==> config.mk <==
export PLATFORM = sky130hd
export DESIGN_NAME = mvm_ram
export DESIGN_NICKNAME = d
export VERILOG_FILES = /design/src/design/mvm_pkg.sv /design/src/design/mvm_ram.sv
export SDC_FILE = /design/constraint.sdc
export NUM_CORES = 1
export LEC_CHECK = 0
export BUFFER_PORTS_ARGS = -buffer_cell sky130_fd_sc_hd__buf_2
export CAP_MARGIN = 30
export CORE_UTILIZATION = 60
export CTS_BUF_LIST = sky130_fd_sc_hd__clkbuf_16
export DETAILED_ROUTE_END_ITERATION = 12
export PLACE_DENSITY_LB_ADDON = 0.25
export SETUP_SLACK_MARGIN = 0.1
export SYNTH_ARGS = -nofsm -noshare
export SYNTH_HDL_FRONTEND = slang
export SYNTH_SLANG_ARGS = --single-unit
==> constraint.sdc <==
create_clock -name clock -period 6.26 [get_ports clock]
set_input_delay 0.313 -clock clock [delete_from_list [all_inputs] [get_ports clock]]
set_output_delay 0.313 -clock clock [all_outputs]
set_load 0.05 [all_outputs]
==> src/design/mvm_pkg.sv <==
// mvm_pkg: shared widths, codes and pipeline types for the matrix-vector multiplier
// no dependencies

package mvm_pkg;

   localparam int IDX_W  = 6;    // row and column index width
   localparam int CNT_W  = 7;    // element count and row/column limits
   localparam int ELEM_W = 16;   // Q4.12 element
   localparam int PROD_W = 32;   // Q8.24 product
   localparam int ACC_W  = 48;   // Q24.24 row sum
   localparam int CSR_IDX_W = 1;

   localparam logic [CNT_W-1:0] CNT_MAX = 7'd127;

   localparam logic MODE_MATRIX = 1'b0;
   localparam logic MODE_VECTOR = 1'b1;

   localparam logic [CSR_IDX_W-1:0] CSR_ROWS_IN_USE = 1'd0;
   localparam logic [CSR_IDX_W-1:0] CSR_COLS_IN_USE = 1'd1;

   // control carried alongside each multiply-accumulate
   typedef struct packed {
      logic             valid;
      logic [IDX_W-1:0] row;
      logic             first_col;
      logic             last_col;
      logic             last_row;
   } mvm_meta_type;

endpackage

==> src/design/mvm_ram.sv <==
// mvm_ram: single write port, single read port memory with registered read data
// depends on mvm_pkg for the element width

module mvm_ram
   import mvm_pkg::*;
#(
   parameter int DEPTH = 64,
   parameter int AW    = 6
) (
   input  logic              clock,
   input  logic              wr_en,
   input  logic [AW-1:0]     wr_addr,
   input  logic [ELEM_W-1:0] wr_data,
   input  logic [AW-1:0]     rd_addr,
   output logic [ELEM_W-1:0] rd_data
);

   logic [ELEM_W-1:0] mem [DEPTH];
   logic [ELEM_W-1:0] rd_data_ff;

   always_ff @(posedge clock) begin
      if (wr_en) begin
         mem[wr_addr] <= wr_data;
      end
      rd_data_ff <= mem[rd_addr];
   end

   assign rd_data = rd_data_ff;

endmodule

Yosys cells after proc, flatten, opt, wreduce, memory -nomap -nowiden
Memory sizes are Yosys's and may differ from the RTL's. A register that Yosys moved wholly into a read port is not among the register bits.
Index checks and enable logic that the tools add are counted.
- add/subtract/negate cells: 0
- $mul: 0
- divide/modulo/power cells: 0
- magnitude comparators: 0
- equal/unequal tests: 0
- shifts and indexed selects: 0
- multiplexer cells: 2
- bitwise gates (word level): 0
- reduce and logical (&&, ||, !) cells: 0
- operator list (operator ; number):
    1-bit two-way mux ; 2
- flip-flop bits (word level): 0
- latch bits: 0
- RAM bits: 1024
- bits in read-only memories: 0
- input port bits: 30
- output and inout bits: 16
- memories: 1
- memories (memory ; depth ; width ; read ports ; clocked after Yosys merged registers in ; write ports ; RTL line ; text):
    mem ; 64 ; 16 ; 1 ; 1 ; 1 ; mvm_ram.sv:18 ; logic [ELEM_W-1:0] mem [DEPTH];

Logic depth before layout (Yosys ltp)
- depth in word-level cells: 2
- depth in mapped cells: 10
- gate-level depth less buffers: 5

Worst setup path after synthesis
Ideal clock, no wire load.
- kind: input to register
- start: in wr_addr[3]
- end: mem mem[48][0], enable pin
- setup time: 0.409 ns
- arrival time: 1.939 ns
- data required time: 5.851 ns
- slack: 3.912 ns
- stages on the path: 4
- path buffers: 1
- cells stage by stage: clkbuf_1 > nor2b_1 > nand4b_1 > nor3_1
- RTL lines (item ; RTL line ; text):
    start: declaration ; mvm_ram.sv:12 ; input logic [AW-1:0] wr_addr,
    end: declaration ; mvm_ram.sv:18 ;
No word-level cell before the write port.

==> flow_summary.yaml <==
outcome:
  status: "finished, final reports clean"
timing:
  maxSlewViolCount: 0
  slew_headroom: 0.317
  period_needed_ns: 2.62
  layout_setup_ws_ns: 3.64
  min_period_over_period: 0.419
  hold_viol: 0
  hold_slack_ns: 0.208
  finClkSkew_ns: 0.0232
  timing.setup.tns_ns: 0
  fmax_mhz: 382
  setup_violations: 0
  tightest_slew_ns: 1.02
  rsz0062_at_grt: "no"
logic_synthesis:
  synth_cell_types: 43
  yosysWarnings: 0
  synthArstFlopShare: 0
  yosys_most_used_dff: "edfxtp_1"
  synth_area_per_cell_sq_um: 21.9
  synth-edff-count: 1024
  synth_cells: 1829
  ys_ff_latch: 1040
  yosysSeqAreaShare: 0.776
  synth.cell_area_sq_mm: 0.0400
  syn_nets: 1859
cts:
  post_cts_buffers: 0
  path_clk_slew_ns: 0.06
  cts_tree: "done"
  clk_latency_ns: 0.65
  cts_root_buf: "clkbuf_16"
  cts-buffers-inserted: 99
  htreeDepth: 3
  hold_buffers: 0
  cts.sinks: 1040
  clock_path_buffers: 3
  ctsResizeCount: 0
setup_path:
  rr_endpoint: "rd_data[14]"
  worstSetupStartpointType: "input pin"
  required_ns: 6.77
  regToRegSetupSlack_ns: 4.15
  end_kind: "register"
  cp_max_fo: 61
  cp_data_arrival_time_ns: 3.14
  worstRegToRegCells: 4
  path_class: "in -> reg"
  rr_startpoint: "mem[42][14]"
layout:
  syn2layout_area_growth_pct: 11.7
  layout_common_cells: "edfxtp_1, mux4_2, clkbuf_16"
  final_cell_count_no_fill: 2917
  layout_commonest_cell: "edfxtp_1"
  final_layout_size_suffix_gt1_frac: 0.266
  final_core_util: 0.679
  finish.instance_area_sq_mm: 0.0447
  nets: 2003
floorplanning:
  dieWidth_microns: 260
  placementRows: 94
  ios: 46
  start_util: 0.608
  die_area_sq_mm: 0.0678
  coreArea_sq_mm: 0.0659
  die_y_microns: 260
min_path:
  hold_start: "rd_addr[5]"
  hold_path_depth: 3
  min_path_type: "in -> reg"
  worstHoldEndpoint: "rd_data[3]"
placed_design:
  pre_cts_slack_ns: 2.87
  dp_hpwl_mm: 54.4
  portBuffers: 45
  place_area_sq_mm: 0.0415
  gp_congestion: 0.838
  post-place-cells: 2735
routing:
  drc: 0
  vias: 19300
  wl_per_cell_microns: 31.8
  drt_iter0_markers: 2282
  viasPerCell: 6.62
  firstDrtPassIters: 6
  ant_nets: 0
  drt_wl_total_mm: 92.7
pwr:
  power.internal_mw: 11.4
  switching_power_mw: 2.98
  power.total_mw: 14.4
  power_frac_comb: 0.052
  power_density_mw_per_mm2: 322
  ir_drop_mv: 0.344
  seq_power_share: 0.538
  p_leak_nw: 14.4
  swShare: 0.207
  clockPowerShare: 0.410
grt:
  antenna_found_initial: 8
  grt_usage: 0.284
  grt_max_degree: 65
  grt_overflow: 0
  grt_pass1_wl_mm: 135
  grt_pass1_vias: 19600
job:
  cap_violations: 0
==> area by class of cell <==
class	instances	area, sq um
diodes	2	5.00
fillers	4008	21100
clock inverters	76	641
clock buffers	103	2580
multi-input cells	685	8280
flip-flops and latches	1040	31100
repair buffers	147	1090
well taps	864	1080
==> how the worst max path moves through the flow <==
stage / from / to / slack, ns / depth (start not counted)
after detailed placement: rd_addr[0] / rd_data[6] / 2.87 / 8
after floorplan: wr_addr[3] / mem[48][0] / 3.91 / 4
after CTS: rd_addr[0] / rd_data[6] / 3.57 / 8
after global placement: rd_addr[2] / rd_data[10] / 2.88 / 6
after global routing: rd_addr[0] / rd_data[6] / 3.43 / 8
final: rd_addr[2] / rd_data[7] / 3.64 / 8
==> cells by family (layout without fill, tap and decap cells) <==
family          after synthesis  after routing  share of synthesized area
compound gates              129            129                     0.0241
buf+inv                     104            326                     0.0183
simple gates                220            220                     0.0265
other cells                   0              2                          0
flops                      1040           1040                      0.776
mux                         336            336                      0.155
==> critical path: stages <==
cell	delay, ns
buf_8	0.34
buf_4	0.77
nor2b_1	0.30
buf_4	0.28
nand2_1	0.07
nand3_1	0.19
a21oi_1	0.61
nor4_2	0.12
==> cell usage after synthesis, types with 8 or more instances <==
cell | n | share of area
buf_6 | 17 | 0.0048
mux4_2 | 220 | 0.12
mux2i_1 | 85 | 0.021
nor2_1 | 72 | 0.0067
a21oi_1 | 17 | 0.0021
a22oi_1 | 39 | 0.0073
nand4_1 | 12 | 0.0019
buf_2 | 36 | 0.0045
mux2_2 | 27 | 0.0076
a221oi_1 | 16 | 0.0035
edfxtp_1 | 1024 | 0.77
clkbuf_1 | 24 | 0.0022
nor2b_1 | 30 | 0.0047
a211oi_1 | 8 | 0.0015
buf_4 | 13 | 0.0024
a311oi_1 | 8 | 0.0017
dfxtp_1 | 16 | 0.0080
a211o_1 | 8 | 0.0017
nand3_1 | 24 | 0.0030
a31oi_1 | 8 | 0.0012
nand2_1 | 59 | 0.0055
==> power by group through the flow <==
stage          sequential [mW]  clock, mW  combinational (mW)
2_1_floorplan             7.92          0               0.399
3_3_place_gp              7.89          0               0.727
3_5_place_dp              7.89          0               0.745
4_1_cts                   7.74       5.97               0.748
5_1_grt                   7.74       6.24               0.781
6_report                  7.74       5.91               0.743
==> state kept, by name (all words and copies together), names as in the netlist <==
name and cells:
mem 1024, rd_data 16
==> routing by layer <==
layer,share of wire,vias up,wire [microns],GRT usage
met2,0.50,990,46100,0.459
met3,0.092,151,8550,0.0532
li1,-,7966,-,-
met1,0.38,10200,35300,0.399
met4,0.029,4,2680,0.0895
met5,0.00029,-,27,0
Power figures use the tool's default switching activity.
