==> src/design/mvm_pkg.sv <==
// mvm_pkg: shared widths, codes and pipeline types for the matrix-vector multiplier
// no dependencies

package mvm_pkg;

   localparam int IDX_W  = 6;    // row and column index width
   localparam int CNT_W  = 7;    // element count and row/column limits
   localparam int ELEM_W = 16;   // Q4.12 element
   localparam int PROD_W = 32;   // Q8.24 product
   localparam int ACC_W  = 48;   // Q24.24 row sum
   localparam int CSR_IDX_W = 1;

   localparam logic [CNT_W-1:0] CNT_MAX = 7'd127;

   localparam logic MODE_MATRIX = 1'b0;
   localparam logic MODE_VECTOR = 1'b1;

   localparam logic [CSR_IDX_W-1:0] CSR_ROWS_IN_USE = 1'd0;
   localparam logic [CSR_IDX_W-1:0] CSR_COLS_IN_USE = 1'd1;

   // control carried alongside each multiply-accumulate
   typedef struct packed {
      logic             valid;
      logic [IDX_W-1:0] row;
      logic             first_col;
      logic             last_col;
      logic             last_row;
   } mvm_meta_type;

endpackage

==> src/design/mvm_mac.sv <==
// mvm_mac: product register, 48-bit accumulator and result register
// depends on mvm_pkg for widths and the mvm_meta_type struct

module mvm_mac
   import mvm_pkg::*;
(
   input  logic                     clock,
   input  logic                     reset,
   input  logic signed [ELEM_W-1:0] mat_data,
   input  logic signed [ELEM_W-1:0] vec_data,
   input  mvm_meta_type             meta_in,
   output logic                     pipe_busy,
   output logic                     rsp_valid,
   output logic [IDX_W-1:0]         rsp_out_row,
   output logic signed [ACC_W-1:0]  rsp_row_result,
   output logic                     rsp_last_row
);

   logic signed [PROD_W-1:0] prod_ff;
   logic signed [PROD_W-1:0] prod_in;
   mvm_meta_type             meta_ff;
   logic signed [ACC_W-1:0]  acc_ff;
   logic signed [ACC_W-1:0]  acc_in;
   logic                     rsp_valid_ff;
   logic [IDX_W-1:0]         rsp_row_ff;
   logic signed [ACC_W-1:0]  rsp_result_ff;
   logic                     rsp_last_row_ff;

   assign prod_in = mat_data * vec_data;

   // first column of a row restarts the sum
   always_comb begin
      if (meta_ff.first_col) begin
         acc_in = ACC_W'(prod_ff);
      end else begin
         acc_in = acc_ff + ACC_W'(prod_ff);
      end
   end

   always_ff @(posedge clock) begin
      if (reset) begin
         meta_ff      <= '0;
         rsp_valid_ff <= 1'b0;
      end else begin
         meta_ff      <= meta_in;
         rsp_valid_ff <= meta_ff.valid & meta_ff.last_col;
      end
      prod_ff <= prod_in;
      if (meta_ff.valid) begin
         acc_ff <= acc_in;
      end
      if (meta_ff.valid && meta_ff.last_col) begin
         rsp_row_ff      <= meta_ff.row;
         rsp_result_ff   <= acc_in;
         rsp_last_row_ff <= meta_ff.last_row;
      end
   end

   assign pipe_busy      = meta_ff.valid;
   assign rsp_valid      = rsp_valid_ff;
   assign rsp_out_row    = rsp_row_ff;
   assign rsp_row_result = rsp_result_ff;
   assign rsp_last_row   = rsp_last_row_ff;

endmodule
==> config.mk <==
export PLATFORM = sky130hd
export DESIGN_NAME = mvm_mac
export DESIGN_NICKNAME = d
export VERILOG_FILES = /design/src/design/mvm_pkg.sv /design/src/design/mvm_mac.sv
export SDC_FILE = /design/constraint.sdc
export NUM_CORES = 1
export LEC_CHECK = 0
export ABC_AREA = 1
export BUFFER_PORTS_ARGS = -buffer_cell sky130_fd_sc_hd__buf_2
export CELL_PAD_IN_SITES_DETAIL_PLACEMENT = 0
export CELL_PAD_IN_SITES_GLOBAL_PLACEMENT = 2
export CORE_ASPECT_RATIO = 0.5
export CORE_MARGIN = 2
export CORE_UTILIZATION = 34
export DETAILED_ROUTE_END_ITERATION = 10
export PLACE_DENSITY_LB_ADDON = 0.1
export RECOVER_POWER = 50
export SETUP_SLACK_MARGIN = 0.3
export SLEW_MARGIN = 20
export SYNTH_ARGS = -nofsm -noshare
export SYNTH_HDL_FRONTEND = slang
export SYNTH_SLANG_ARGS = --single-unit
==> constraint.sdc <==
create_clock -name clock -period 6.1 [get_ports clock]
set_input_delay 0.915 -clock clock [delete_from_list [all_inputs] [get_ports clock]]
set_output_delay 0.915 -clock clock [all_outputs]
set_load 0.005 [all_outputs]
==> After elaboration in Yosys (flattened, before gate mapping) <==
Cells that the tools add are included.
{ "totals": {"mem_bits_rw": 0, "memories": 0, "mem_bits_ro": 0, "elab_cells": 16, "register_bits": 146, "input_bits": 44, "output_inout_bits": 57, "latchBits": 0} }
{ "classes": {"muxes": 1, "n_div": 0, "shift": 0, "n_addsub": 1, "n_reduce_logical": 1, "bitwise": 1, "n_lt_le_gt_ge": 0, "mul": 1, "eq_ne": 0} }
{ "op_table": {"columns": ["operator", "count"], "rows": [
  ["$add A48 B32 Y48", 1],
  ["$mux W48", 1],
  ["$mul A16 B16 Y32", 1],
  ["$and A1 B1 Y1", 1],
  ["$logic_and A1 B1 Y1", 1]
]} }

==> Logic depth before layout (Yosys ltp) <==
Gate-level depths: netlist of the first run.
{ "logic_depth": {"word_depth": 2, "depth_mapped": 27, "mapped_depth_nobuf": 25} }

==> Least setup slack after synthesis of the first run <==
No wires, ideal clock.
{ "synth_path": {"kind": "input -> register", "startpoint": "input vec_data[5]", "endpoint": "register prod_ff[29]", "slack_ns": -0.090, "setup_ns": 0.113, "required_ns": 5.987, "cell_stages": 21, "t_arrival_ns": 6.078, "path_buffers": 2, "path_cell_list": "clkbuf_1 -> clkbuf_1 -> nand2_1 -> fa_1 -> inv_1 -> fa_1 -> inv_1 -> fa_1 -> fa_1 -> inv_1 -> fa_1 -> inv_1 -> fa_1 -> inv_1 -> ha_1 -> nand2_1 -> nor2_1 -> nand2_1 -> or2_2 -> nand4_1 -> nand2_1"} }
{ "synth_between": {"elab_chain_len": 1} }
{ "synth_rtl": {"columns": ["item", "line_no", "source"], "rows": [
  ["start: declaration", "mvm_mac.sv:10", "input logic signed [ELEM_W-1:0] vec_data,"],
  ["$mul A16 B16 Y32", "mvm_mac.sv:29", "assign prod_in = mat_data * vec_data;"],
  ["named net prod_in[29]", "mvm_mac.sv:20", "logic signed [PROD_W-1:0] prod_in;"],
  ["end signal: assignment", "mvm_mac.sv:48", "prod_ff <= prod_in;"],
  ["end: declaration", "mvm_mac.sv:19", "logic signed [PROD_W-1:0] prod_ff;"]
]} }
The timed path passes the listed nets, and every way through them passes these cells.
A chain may end at the register's enable or synchronous reset.

==> Worst setup path after layout of the first run <==
{ "layout_path": {"startpoint": "input mat_data[15]", "endpoint": "register prod_ff[25]"} }
{ "layout_between": {"elab_chain_len": 1} }
{ "layout_rtl": {"columns": ["item", "line_no", "source"], "rows": [
  ["start: declaration", "mvm_mac.sv:9", "input logic signed [ELEM_W-1:0] mat_data,"],
  ["$mul A16 B16 Y32", "mvm_mac.sv:29", null],
  ["named net prod_in[25]", "mvm_mac.sv:20", null]
]} }
The timed path passes the listed nets, and every way through them passes these cells.

==> results of run 1 <==
-- per-stage QoR --
stage / cell area, um^2 / hold slack (ns) / util [%] / setup TNS, ns / setup WS, ns
final: 22340 / 0.4026 / 39.83 / 0 / 0.4779
after global routing: 22340 / 0.4131 / 39.82 / 0 / 0.2496
after CTS: 22220 / 0.4061 / 39.61 / 0 / 0.2695
after detailed placement: 21600 / 0.3887 / 38.50 / -0.8146 / -0.2673
after global placement: 21600 / 0.3865 / 38.50 / -0.7692 / -0.2601
after floorplan: 19540 / 0.3855 / - / 0 / 0.3042
-- placed cells by master, fill, tap and decap left out, types with 12 or more instances in the layout --
cell and count:
buf_4 106, ha_1 122, edfxtp_1 103, o21ai_0 19, xor2_1 20, fa_1 260
or2_2 16, nand2_1 815, nor2_1 100, nor2_2 31, nor3_1 12, a21oi_1 64
dfxtp_1 43, inv_1 688, nand2_2 14, clkbuf_16 20, xnor2_1 15, buf_2 73
nand3_1 99, nand4_1 25, clkbuf_1 21, inv_2 22
-- cell type report --
cell class                 instances  area [um^2]
inverter                         713         2676
timing repair buffer             213         1400
sequential                       146         3954
fill                            6040        33760
clock inverter                    11        108.9
antenna                            1        2.502
multi-input combinational       1689        12750
clock buffer                      21        504.2
tap                              756        945.9
-- synthesized netlist by cell type --
master / number / area share [%]
xor2_1: 23 / 1.0
buf_2: 2 / 0.051
a21oi_1: 72 / 1.9
o2111ai_1: 1 / 0.045
nand3b_1: 3 / 0.12
nor2_2: 21 / 0.67
o21a_1: 1 / 0.039
dfxtp_1: 43 / 4.4
nor3_1: 14 / 0.36
clkbuf_1: 65 / 1.3
inv_2: 21 / 0.40
nand3_1: 99 / 2.5
o21ai_2: 1 / 0.045
nor2_1: 111 / 2.1
a31oi_1: 2 / 0.064
o21ai_1: 4 / 0.10
o21ai_0: 24 / 0.62
a21o_1: 8 / 0.31
o31ai_1: 1 / 0.039
o211ai_2: 1 / 0.064
buf_1: 1 / 0.019
edfxtp_1: 103 / 16
or2_2: 16 / 0.51
a21boi_0: 2 / 0.077
and2_1: 1 / 0.032
ha_1: 129 / 8.3
nand2_2: 12 / 0.39
nand3_2: 6 / 0.31
fa_1: 263 / 27
nand4_1: 25 / 0.80
o21bai_1: 6 / 0.23
inv_1: 689 / 13
or2_1: 5 / 0.16
nor2_4: 6 / 0.35
clkinv_1: 3 / 0.058
nand2_1: 817 / 16
xnor2_1: 15 / 0.67
-- critical path, cell delays in order --
cell      delay (ns)
clkbuf_4        0.18
nand2_1         0.09
buf_4           0.14
fa_1            0.49
fa_1            0.54
fa_1            0.51
inv_1           0.05
fa_1            0.52
fa_1            0.50
inv_1           0.05
fa_1            0.48
inv_1           0.04
ha_2            0.36
nand2_1         0.07
buf_4           0.14
nor2_2          0.11
inv_1           0.10
nor3_2          0.18
nand4_1         0.18
nand3_2         0.13
xor2_2          0.18
-- layer usage --
metal  vias up  track usage, %
met5         -               0
met4         0           3.600
met3        40           1.283
met2       187           33.36
met1      7328           28.70
li1       7975               -
-- cell families (layout without fill, tap and decap cells) --
group,Yosys count,in the layout
XOR/XNOR,38,38
AND/OR/NAND/NOR,1136,1136
other,0,1
flip-flops,146,146
buffers and inverters,781,958
AO/OA/AOI/OAI,123,123
adder cells (fa/ha/maj),392,392
-- repair_timing --
action,4_1_cts,5_1_grt
cloned,0,0
pin swaps,0,9
setup endpoints to repair,2,18
gates resized for setup,1,57
-- final timing paths --
| path | endpoint | depth (start not counted) | slack (ns) |
|---|---|---|---|
| hold reg to reg | rsp_out_row[4] | 0 | 0.40 |
| hold / removal | rsp_out_row[4] | 0 | 0.40 |
| setup reg to reg | rsp_row_result[8] | 3 | 1.77 |
| setup / recovery | prod_ff[25] | 21 | 0.48 |
-- sequential cells by signal, summed over array words and instances, names as in the netlist --
register	flops
prod_ff	32
acc_ff	48
rsp_row_result	48
meta_ff	9
rsp_valid	1
rsp_last_row	1
pipe_busy	1
rsp_out_row	6
==> reports/metrics.cfg, run 1 <==
[detailed_routing]
first_iter_violations=699
vias_per_cell=4.375
highest_layer=met4
wl_per_cell_um=16.04
wl_met2_um=25950
totalWireLength_um=56930
route.vias.total=15530
drc=0
met1Wirelength_um=29130
firstDrtPassIters=5
routed-wl-met3_um=1154
ant_nets=0

[floorplanning]
start_util_pct=34.72
ios=101
fp.dieW_um=342.5
fp.dieH_um=173.2
dieArea_mm2=0.05933
design.core.area_mm2=0.05610
row_count=61

[run]
cap_violations=2

[timing]
worst_pin_slew_ns=3.178
setup_viol=0
rsz0062_at_grt=true
hold_viol_final=0
min_period_ns=5.622
slew_violations=79
clock_skew_ns=0.01432
max_slew_margin_pct=-111.8
finalCritPeriodShare_pct=92.17
fmax_mhz=177.9

[placed_design]
gp_congestion=0.8556
io_buffers=100
hpwl_um=49900
dp.cells=3517

[hold_path]
worstHoldPathType=flop to flop
min-delay-start=meta_ff[7]

[setup_path]
cp-start-kind=primary input
regToRegStartpoint=pipe_busy
crit_type=primary input to flop
endpoint_kind=flop
critical_path_required_ns=6.45
crit_fanout=8
arrival_ns=5.97
startpoint=mat_data[15]

[synthesis]
synthesis.nets=3052
ys_types=37
yosys.area_share.xor_xnor_pct=1.709
yosys_warnings=0
synthAdderAreaFrac_pct=35.32
syn_inst=2616
synth_compound_area_share_pct=3.482
avgSynthCellArea_um2=7.446
synth_area_mm2=0.01948
synth_top_family_by_area=adder cells
ys_ff_latch=146
synth_seq_area_share_pct=20.30
synth_mux_area_share_pct=0
synth-simple-area-share_pct=24.13

[outcome]
violations=capacitance limit, slew limit
status=finished with violations

[global_route]
grt_use_total_pct=19.95
grt_pass1_vias=16840
grt_pass1_wl_um=92620
grt-ovfl-total=0
grt_max_degree=55
antenna_found_initial=0

[final_layout]
drive_gt1_share_pct=12.35
fin_nets=3216
area_growth_pct=14.70
instances_no_fill=3550

[clock_tree]
post_cts_buffers=0
cts_buffer_depth=2
htree_levels=4
cts_buffers=17
cts_tree=built
cts-root-buf=clkbuf_16
clk_pin_slew_ns=0.06
cts.sinks=146
cts_hold_buf=0
clock_latency_ns=0.44

Power of run 1 is not shown: default switching activity piles up to over one toggle a cycle in this logic, so the estimate is an artifact.
==> run 2, diff against run 1 <==
CELL_PAD_IN_SITES_DETAIL_PLACEMENT = 1   (was 0)
CELL_PAD_IN_SITES_GLOBAL_PLACEMENT = 1   (was 2)
CORE_UTILIZATION = 43   (was 34)
==> reports/metrics.cfg, run 2 (same netlist as run 1, synthesis figures left out) <==
[timing]
clock_skew_ns=0.01386  ; -0.0004608 ns
fmax_mhz=178.7  ; +0.46%
finalCritPeriodShare_pct=91.74  ; -0.42 points
hold_viol_final=0  ; unchanged
slew_violations=85  ; +7.6%
setup_viol=0  ; unchanged
rsz0062_at_grt=true
worst_pin_slew_ns=1.909  ; -1.269 ns
fin_setup_tns_ns=0  ; unchanged
min_period_ns=5.596  ; -0.02584 ns
max_slew_margin_pct=-27.25  ; +85 points

[hold_path]
min_to=rsp_out_row[1]
min_path_cells=0  ; unchanged
worstHoldPathType=flop to flop
min-delay-start=meta_ff[4]

[final_layout]
instances_no_fill=3369  ; -5.1%
final_common_cell=nand2_1
mostFrequentLayoutCells=814 x nand2_1, 686 x inv_1, 258 x fa_1, 118 x ha_1, 104 x nor2_1
fin_nets=3194  ; -0.68%
final_util_pct=48.93  ; +9.1 points
area_growth_pct=12.88
diodes=0  ; -1
drive_gt1_share_pct=12.09  ; -0.26 points

[global_route]
grt-ovfl-total=0  ; unchanged
antenna_found_initial=1  ; +1
grt_pass1_vias=17620  ; +4.6%
grt_max_degree=39  ; -29%
met1_usage_pct=34.21  ; +5.5 points
grt_use_total_pct=25.24  ; +5.3 points
busiest_layer=met2
grt_use_met2_pct=44.72  ; +11 points
grt_util_met3_pct=2.138  ; +0.85 points
grt_pass1_wl_um=93770  ; +1.2%

[detailed_routing]
firstDrtPassIters=5  ; unchanged
route.vias.total=16140  ; +3.9%
wl_per_cell_um=16.91  ; +5.4%
ant_nets=0  ; unchanged
first_iter_violations=684  ; -2.1%
drc=0  ; unchanged
totalWireLength_um=56970  ; about the same
vias_per_cell=4.789  ; +9.5%

[setup_path]
slowest_stage=fa_2
crit_path_frequent_cell=fa_1
regToRegStartpoint=prod_ff[31]
endpoint_kind=flop
cp-start-kind=primary input
critical_path_required_ns=6.43  ; -0.02 ns
r2r.worst_path.cells=12  ; +9
max_stage_delay_ns=0.65  ; +0.11 ns
crit_fanout=9  ; +1
worstPathCellList=clkbuf_4, nand2_1, inv_1, fa_2, buf_4, fa_1, fa_1, fa_1, fa_1, inv_1, fa_1, inv_1, ha_1, a21oi_1, o21ai_0, buf_4, a21oi_1, nand3_1, xor2_1
crit_type=primary input to flop
r2r_setup_slack_ns=2.90  ; +1.13 ns
r2r-end=acc_ff[41]
startpoint=mat_data[15]
arrival_ns=5.92  ; -0.05 ns
crit_buf_inv=6  ; -1
crit_family=adder cells

[clock_tree]
clock_latency_ns=0.44  ; about the same
cts.sinks=146  ; unchanged
cts_tree=built
cts_buffers=17  ; unchanged
cts_buffer_depth=2  ; unchanged
clk_pin_slew_ns=0.07  ; about the same
htree_levels=4  ; unchanged
cts-root-buf=clkbuf_16

[outcome]
violations=capacitance limit, slew limit
status=finished with violations

[placed_design]
io_buffers=100  ; unchanged
dp.cells=3331  ; -5.3%
gp_congestion=0.9268  ; +8.3%
hpwl_um=49930  ; about the same

[floorplanning]
design.core.area_mm2=0.04494  ; -20%
dieArea_mm2=0.04712  ; -21%
ios=101  ; unchanged
fp.dieH_um=154.5  ; -11%
start_util_pct=43.34  ; +8.6 points
row_count=55  ; -9.8%
fp.dieW_um=305.0  ; -11%

[run]
cap_violations=3  ; +1

[run 2: changes by cell type in the layout (fill, tap and decap cells not counted), sizes merged]
cell / previous run / this run
buf: 185 / 169
clkbuf: 49 / 41
clkinv: 5 / 7
clkinvlp: 0 / 2
bufinv: 1 / 0
diode: 1 / 0
inv: 718 / 717
[run 2: repair_timing]
| action | 4_1_cts | 5_1_grt |
|---|---|---|
| gates cloned | 0 | 0 |
| resized for setup | 6 | 50 |
| setup endpoints to repair | 3 | 18 |
| hold buffers | 0 | 0 |
| pin swaps | 0 | 12 |
| buffers inserted | 0 | 6 |
[run 2: per-stage QoR]
| stage | cell area (um^2) | worst slack, ns | hold WS [ns] |
|---|---|---|---|
| floorplan | 19540 | 0.3042 | 0.3855 |
| global placement | 21180 | -0.3814 | 0.3856 |
| detailed placement | 21180 | -0.4486 | 0.3904 |
| CTS | 21770 | 0.2971 | 0.3974 |
| global route | 21990 | 0.2786 | 0.4105 |
| finish | 21990 | 0.5037 | 0.3952 |
[run 2: routing by layer]
| metal | vias up | share of wire [%] |
|---|---|---|
| met2 | 200 | 48 |
| met5 | - | 0 |
| met3 | 39 | 2.5 |
| met4 | 0 | 1.4 |
| met1 | 7954 | 48 |
| li1 | 7942 | - |
[run 2: how the worst max path moves through the flow]
| stage | endpoint | slack [ns] | cells past startpoint |
|---|---|---|---|
| final | prod_ff[25] | 0.50 | 19 |
| after global routing | prod_ff[20] | 0.28 | 23 |
| after CTS | prod_ff[22] | 0.30 | 22 |
| after detailed placement | prod_ff[22] | -0.45 | 22 |
| after global placement | prod_ff[22] | -0.38 | 22 |
| after floorplan | prod_ff[27] | 0.30 | 21 |
[run 2: layout make-up]
class / count / area, um^2
multi-input combinational: 1689 / 12820
fill: 5714 / 22950
inverter: 713 / 2680
sequential: 146 / 3954
clock inverter: 13 / 112.6
tap: 598 / 748.2
clock buffer: 19 / 452.9
timing repair buffer: 191 / 1220
[run 2: worst reg2reg max path, cell delays in order, from the launching register on]
cell and delay [ns]:
dfxtp_1 1.00, ha_1 0.46, nand2_1 0.12, inv_1 0.11, nand2_1 0.13, nor3_1 0.36
nand2_1 0.13, nor2_1 0.11, nand2_1 0.10, nand3_1 0.12, nand2_1 0.06, nand3_1 0.13
nand2_1 0.09
Power of run 2 is left out for the same reason.
==> run 3, diff against run 2 <==
BUFFER_PORTS_ARGS = -buffer_cell sky130_fd_sc_hd__buf_4   (was -buffer_cell sky130_fd_sc_hd__buf_2)
TNS_END_PERCENT = 1   (was not set)
==> reports/metrics.cfg, run 3 (same netlist as run 1, synthesis figures left out) <==
[global_route]
grt_pass1_vias=17650  ; +0.16%
grt-ovfl-total=0  ; unchanged
grt_use_total_pct=25.27  ; +0.030 points
grt_pass1_wl_um=93590  ; -0.19%
antenna_found_initial=1  ; unchanged
grt_max_degree=39  ; unchanged

[timing]
setup_viol=0  ; unchanged
hold_viol_final=0  ; unchanged
clock_skew_ns=0.01110  ; -0.002756 ns
whs_ns=0.4051  ; +0.009858 ns
worst_pin_slew_ns=1.668  ; -0.2413 ns
rsz0062_at_grt=true
max_slew_margin_pct=-11.17  ; +16 points
fin_setup_tns_ns=0  ; unchanged
slew_violations=58  ; -32%
min_period_ns=5.663  ; +0.06682 ns
fmax_mhz=176.6  ; -1.2%
finalCritPeriodShare_pct=92.84  ; +1.1 points

[floorplanning]
fp.dieH_um=154.5  ; unchanged
ios=101  ; unchanged
dieArea_mm2=0.04712  ; unchanged
design.core.area_mm2=0.04494  ; unchanged
fp.dieW_um=305.0  ; unchanged
start_util_pct=43.34  ; unchanged
row_count=55  ; unchanged

[hold_path]
worstHoldPathType=flop to flop
min_path_cells=0  ; unchanged

[clock_tree]
cts_tree=built
htree_levels=4  ; unchanged
cts_buffer_depth=2  ; unchanged
cts_buffers=17  ; unchanged
clock_latency_ns=0.45  ; about the same
cts-root-buf=clkbuf_16
clk_pin_slew_ns=0.06  ; about the same
cts_hold_buf=0  ; unchanged
cts.sinks=146  ; unchanged

[detailed_routing]
totalWireLength_um=57120  ; +0.27%
route.vias.total=16110  ; -0.16%
firstDrtPassIters=5  ; unchanged
wl_per_cell_um=17.13  ; +1.3%
first_iter_violations=710  ; +3.8%
drc=0  ; unchanged
vias_per_cell=4.832  ; +0.89%
ant_nets=0  ; unchanged

[setup_path]
cp-start-kind=primary input
crit_fanout=14  ; +5
critical_path_required_ns=6.45  ; +0.02 ns
endpoint_kind=flop
r2r.worst_path.cells=10  ; -2
arrival_ns=6.02  ; +0.10 ns
crit_type=primary input to flop

[placed_design]
gp_congestion=0.9315  ; +0.51%
dp.cells=3299  ; -0.96%
hpwl_um=49390  ; -1.1%
io_buffers=100  ; unchanged

[final_layout]
mostFrequentLayoutCells=816 x nand2_1, 686 x inv_1, 260 x fa_1, 126 x ha_1, 120 x buf_4
multi_input_area_mm2=0.01268  ; -1.1%
final_common_cell=nand2_1
fin_nets=3159  ; -1.1%
diodes=0  ; unchanged
instances_no_fill=3334  ; -1.0%
fillers=5674  ; -0.70%
regArea_mm2=0.003954  ; unchanged
drive_gt1_share_pct=10.60  ; -1.5 points
area_growth_pct=11.98

[outcome]
status=finished with violations
violations=capacitance limit, slew limit

[run]
cap_violations=2  ; -1

run 3: cell types whose count changed in the layout (fill, tap and decap cells not counted), moves of 3 or more:
cell / previous run / this run
ha_1: 118 / 126
clkbuf_1: 15 / 5
buf_6: 0 / 3
buf_4: 83 / 120
a21oi_1: 67 / 70
buf_12: 4 / 0
buf_2: 82 / 0
ha_4: 8 / 2
clkbuf_4: 6 / 28
run 3: worst paths after layout:
check                                 start            endpoint  slack [ns]
worst max register to register  prod_ff[31]  rsp_row_result[39]        2.88
worst min register to register   meta_ff[8]      rsp_out_row[5]        0.41
worst max-delay path            mat_data[0]         prod_ff[22]        0.44
worst min-delay path             meta_ff[8]      rsp_out_row[5]        0.41
run 3: repair_timing:
item | CTS | global route
pin swaps | 0 | 6
endpoints found under the setup margin | 1 | 14
buffers inserted | 0 | 3
gates resized for setup | 1 | 25
gates cloned | 0 | 0
run 3: cell type report:
type	count	area share, %
multi-input cells	1689	58.15
flip-flops and latches	146	18.13
inverters	713	12.29
repair buffers	156	5.335
well taps	598	3.430
clock buffers	18	2.014
clock inverters	14	0.6540
run 3: critical path, cell delays in order:
cell and delay, ns:
buf_4 0.11, clkbuf_1 0.57, nand2_1 0.15, fa_1 0.39, inv_1 0.08, fa_1 0.16, inv_1 0.06, fa_1 0.48
inv_1 0.05, fa_1 0.50, fa_1 0.52, inv_1 0.06, fa_1 0.51, inv_1 0.06, ha_1 0.31, buf_4 0.14
nand2_1 0.07, inv_1 0.10, nand2_1 0.13, nor2_4 0.16, nand4_1 0.13, nand3_1 0.15, xor2_1 0.21
run 3: through the flow:
stage	utilization, %	worst slack [ns]	instance area [um^2]
final	48.54	0.4369	21810
after global routing	48.54	0.1395	21810
after CTS	48.34	0.3027	21720
after detailed placement	47.04	-0.2499	21140
after global placement	47.04	-0.2110	21140
after floorplan	-	0.2981	19540
run 3: routing by layer:
layer | share of wire, % | wire, um | global-route usage (%) | vias up
met4 | 1.4 | 814 | 5.116 | 0
met1 | 47 | 26690 | 34.05 | 7961
met2 | 48 | 27550 | 44.06 | 237
met5 | 0 | 0 | 0 | -
met3 | 3.6 | 2057 | 3.028 | 49
li1 | - | - | - | 7862
Power of run 3 is left out for the same reason.
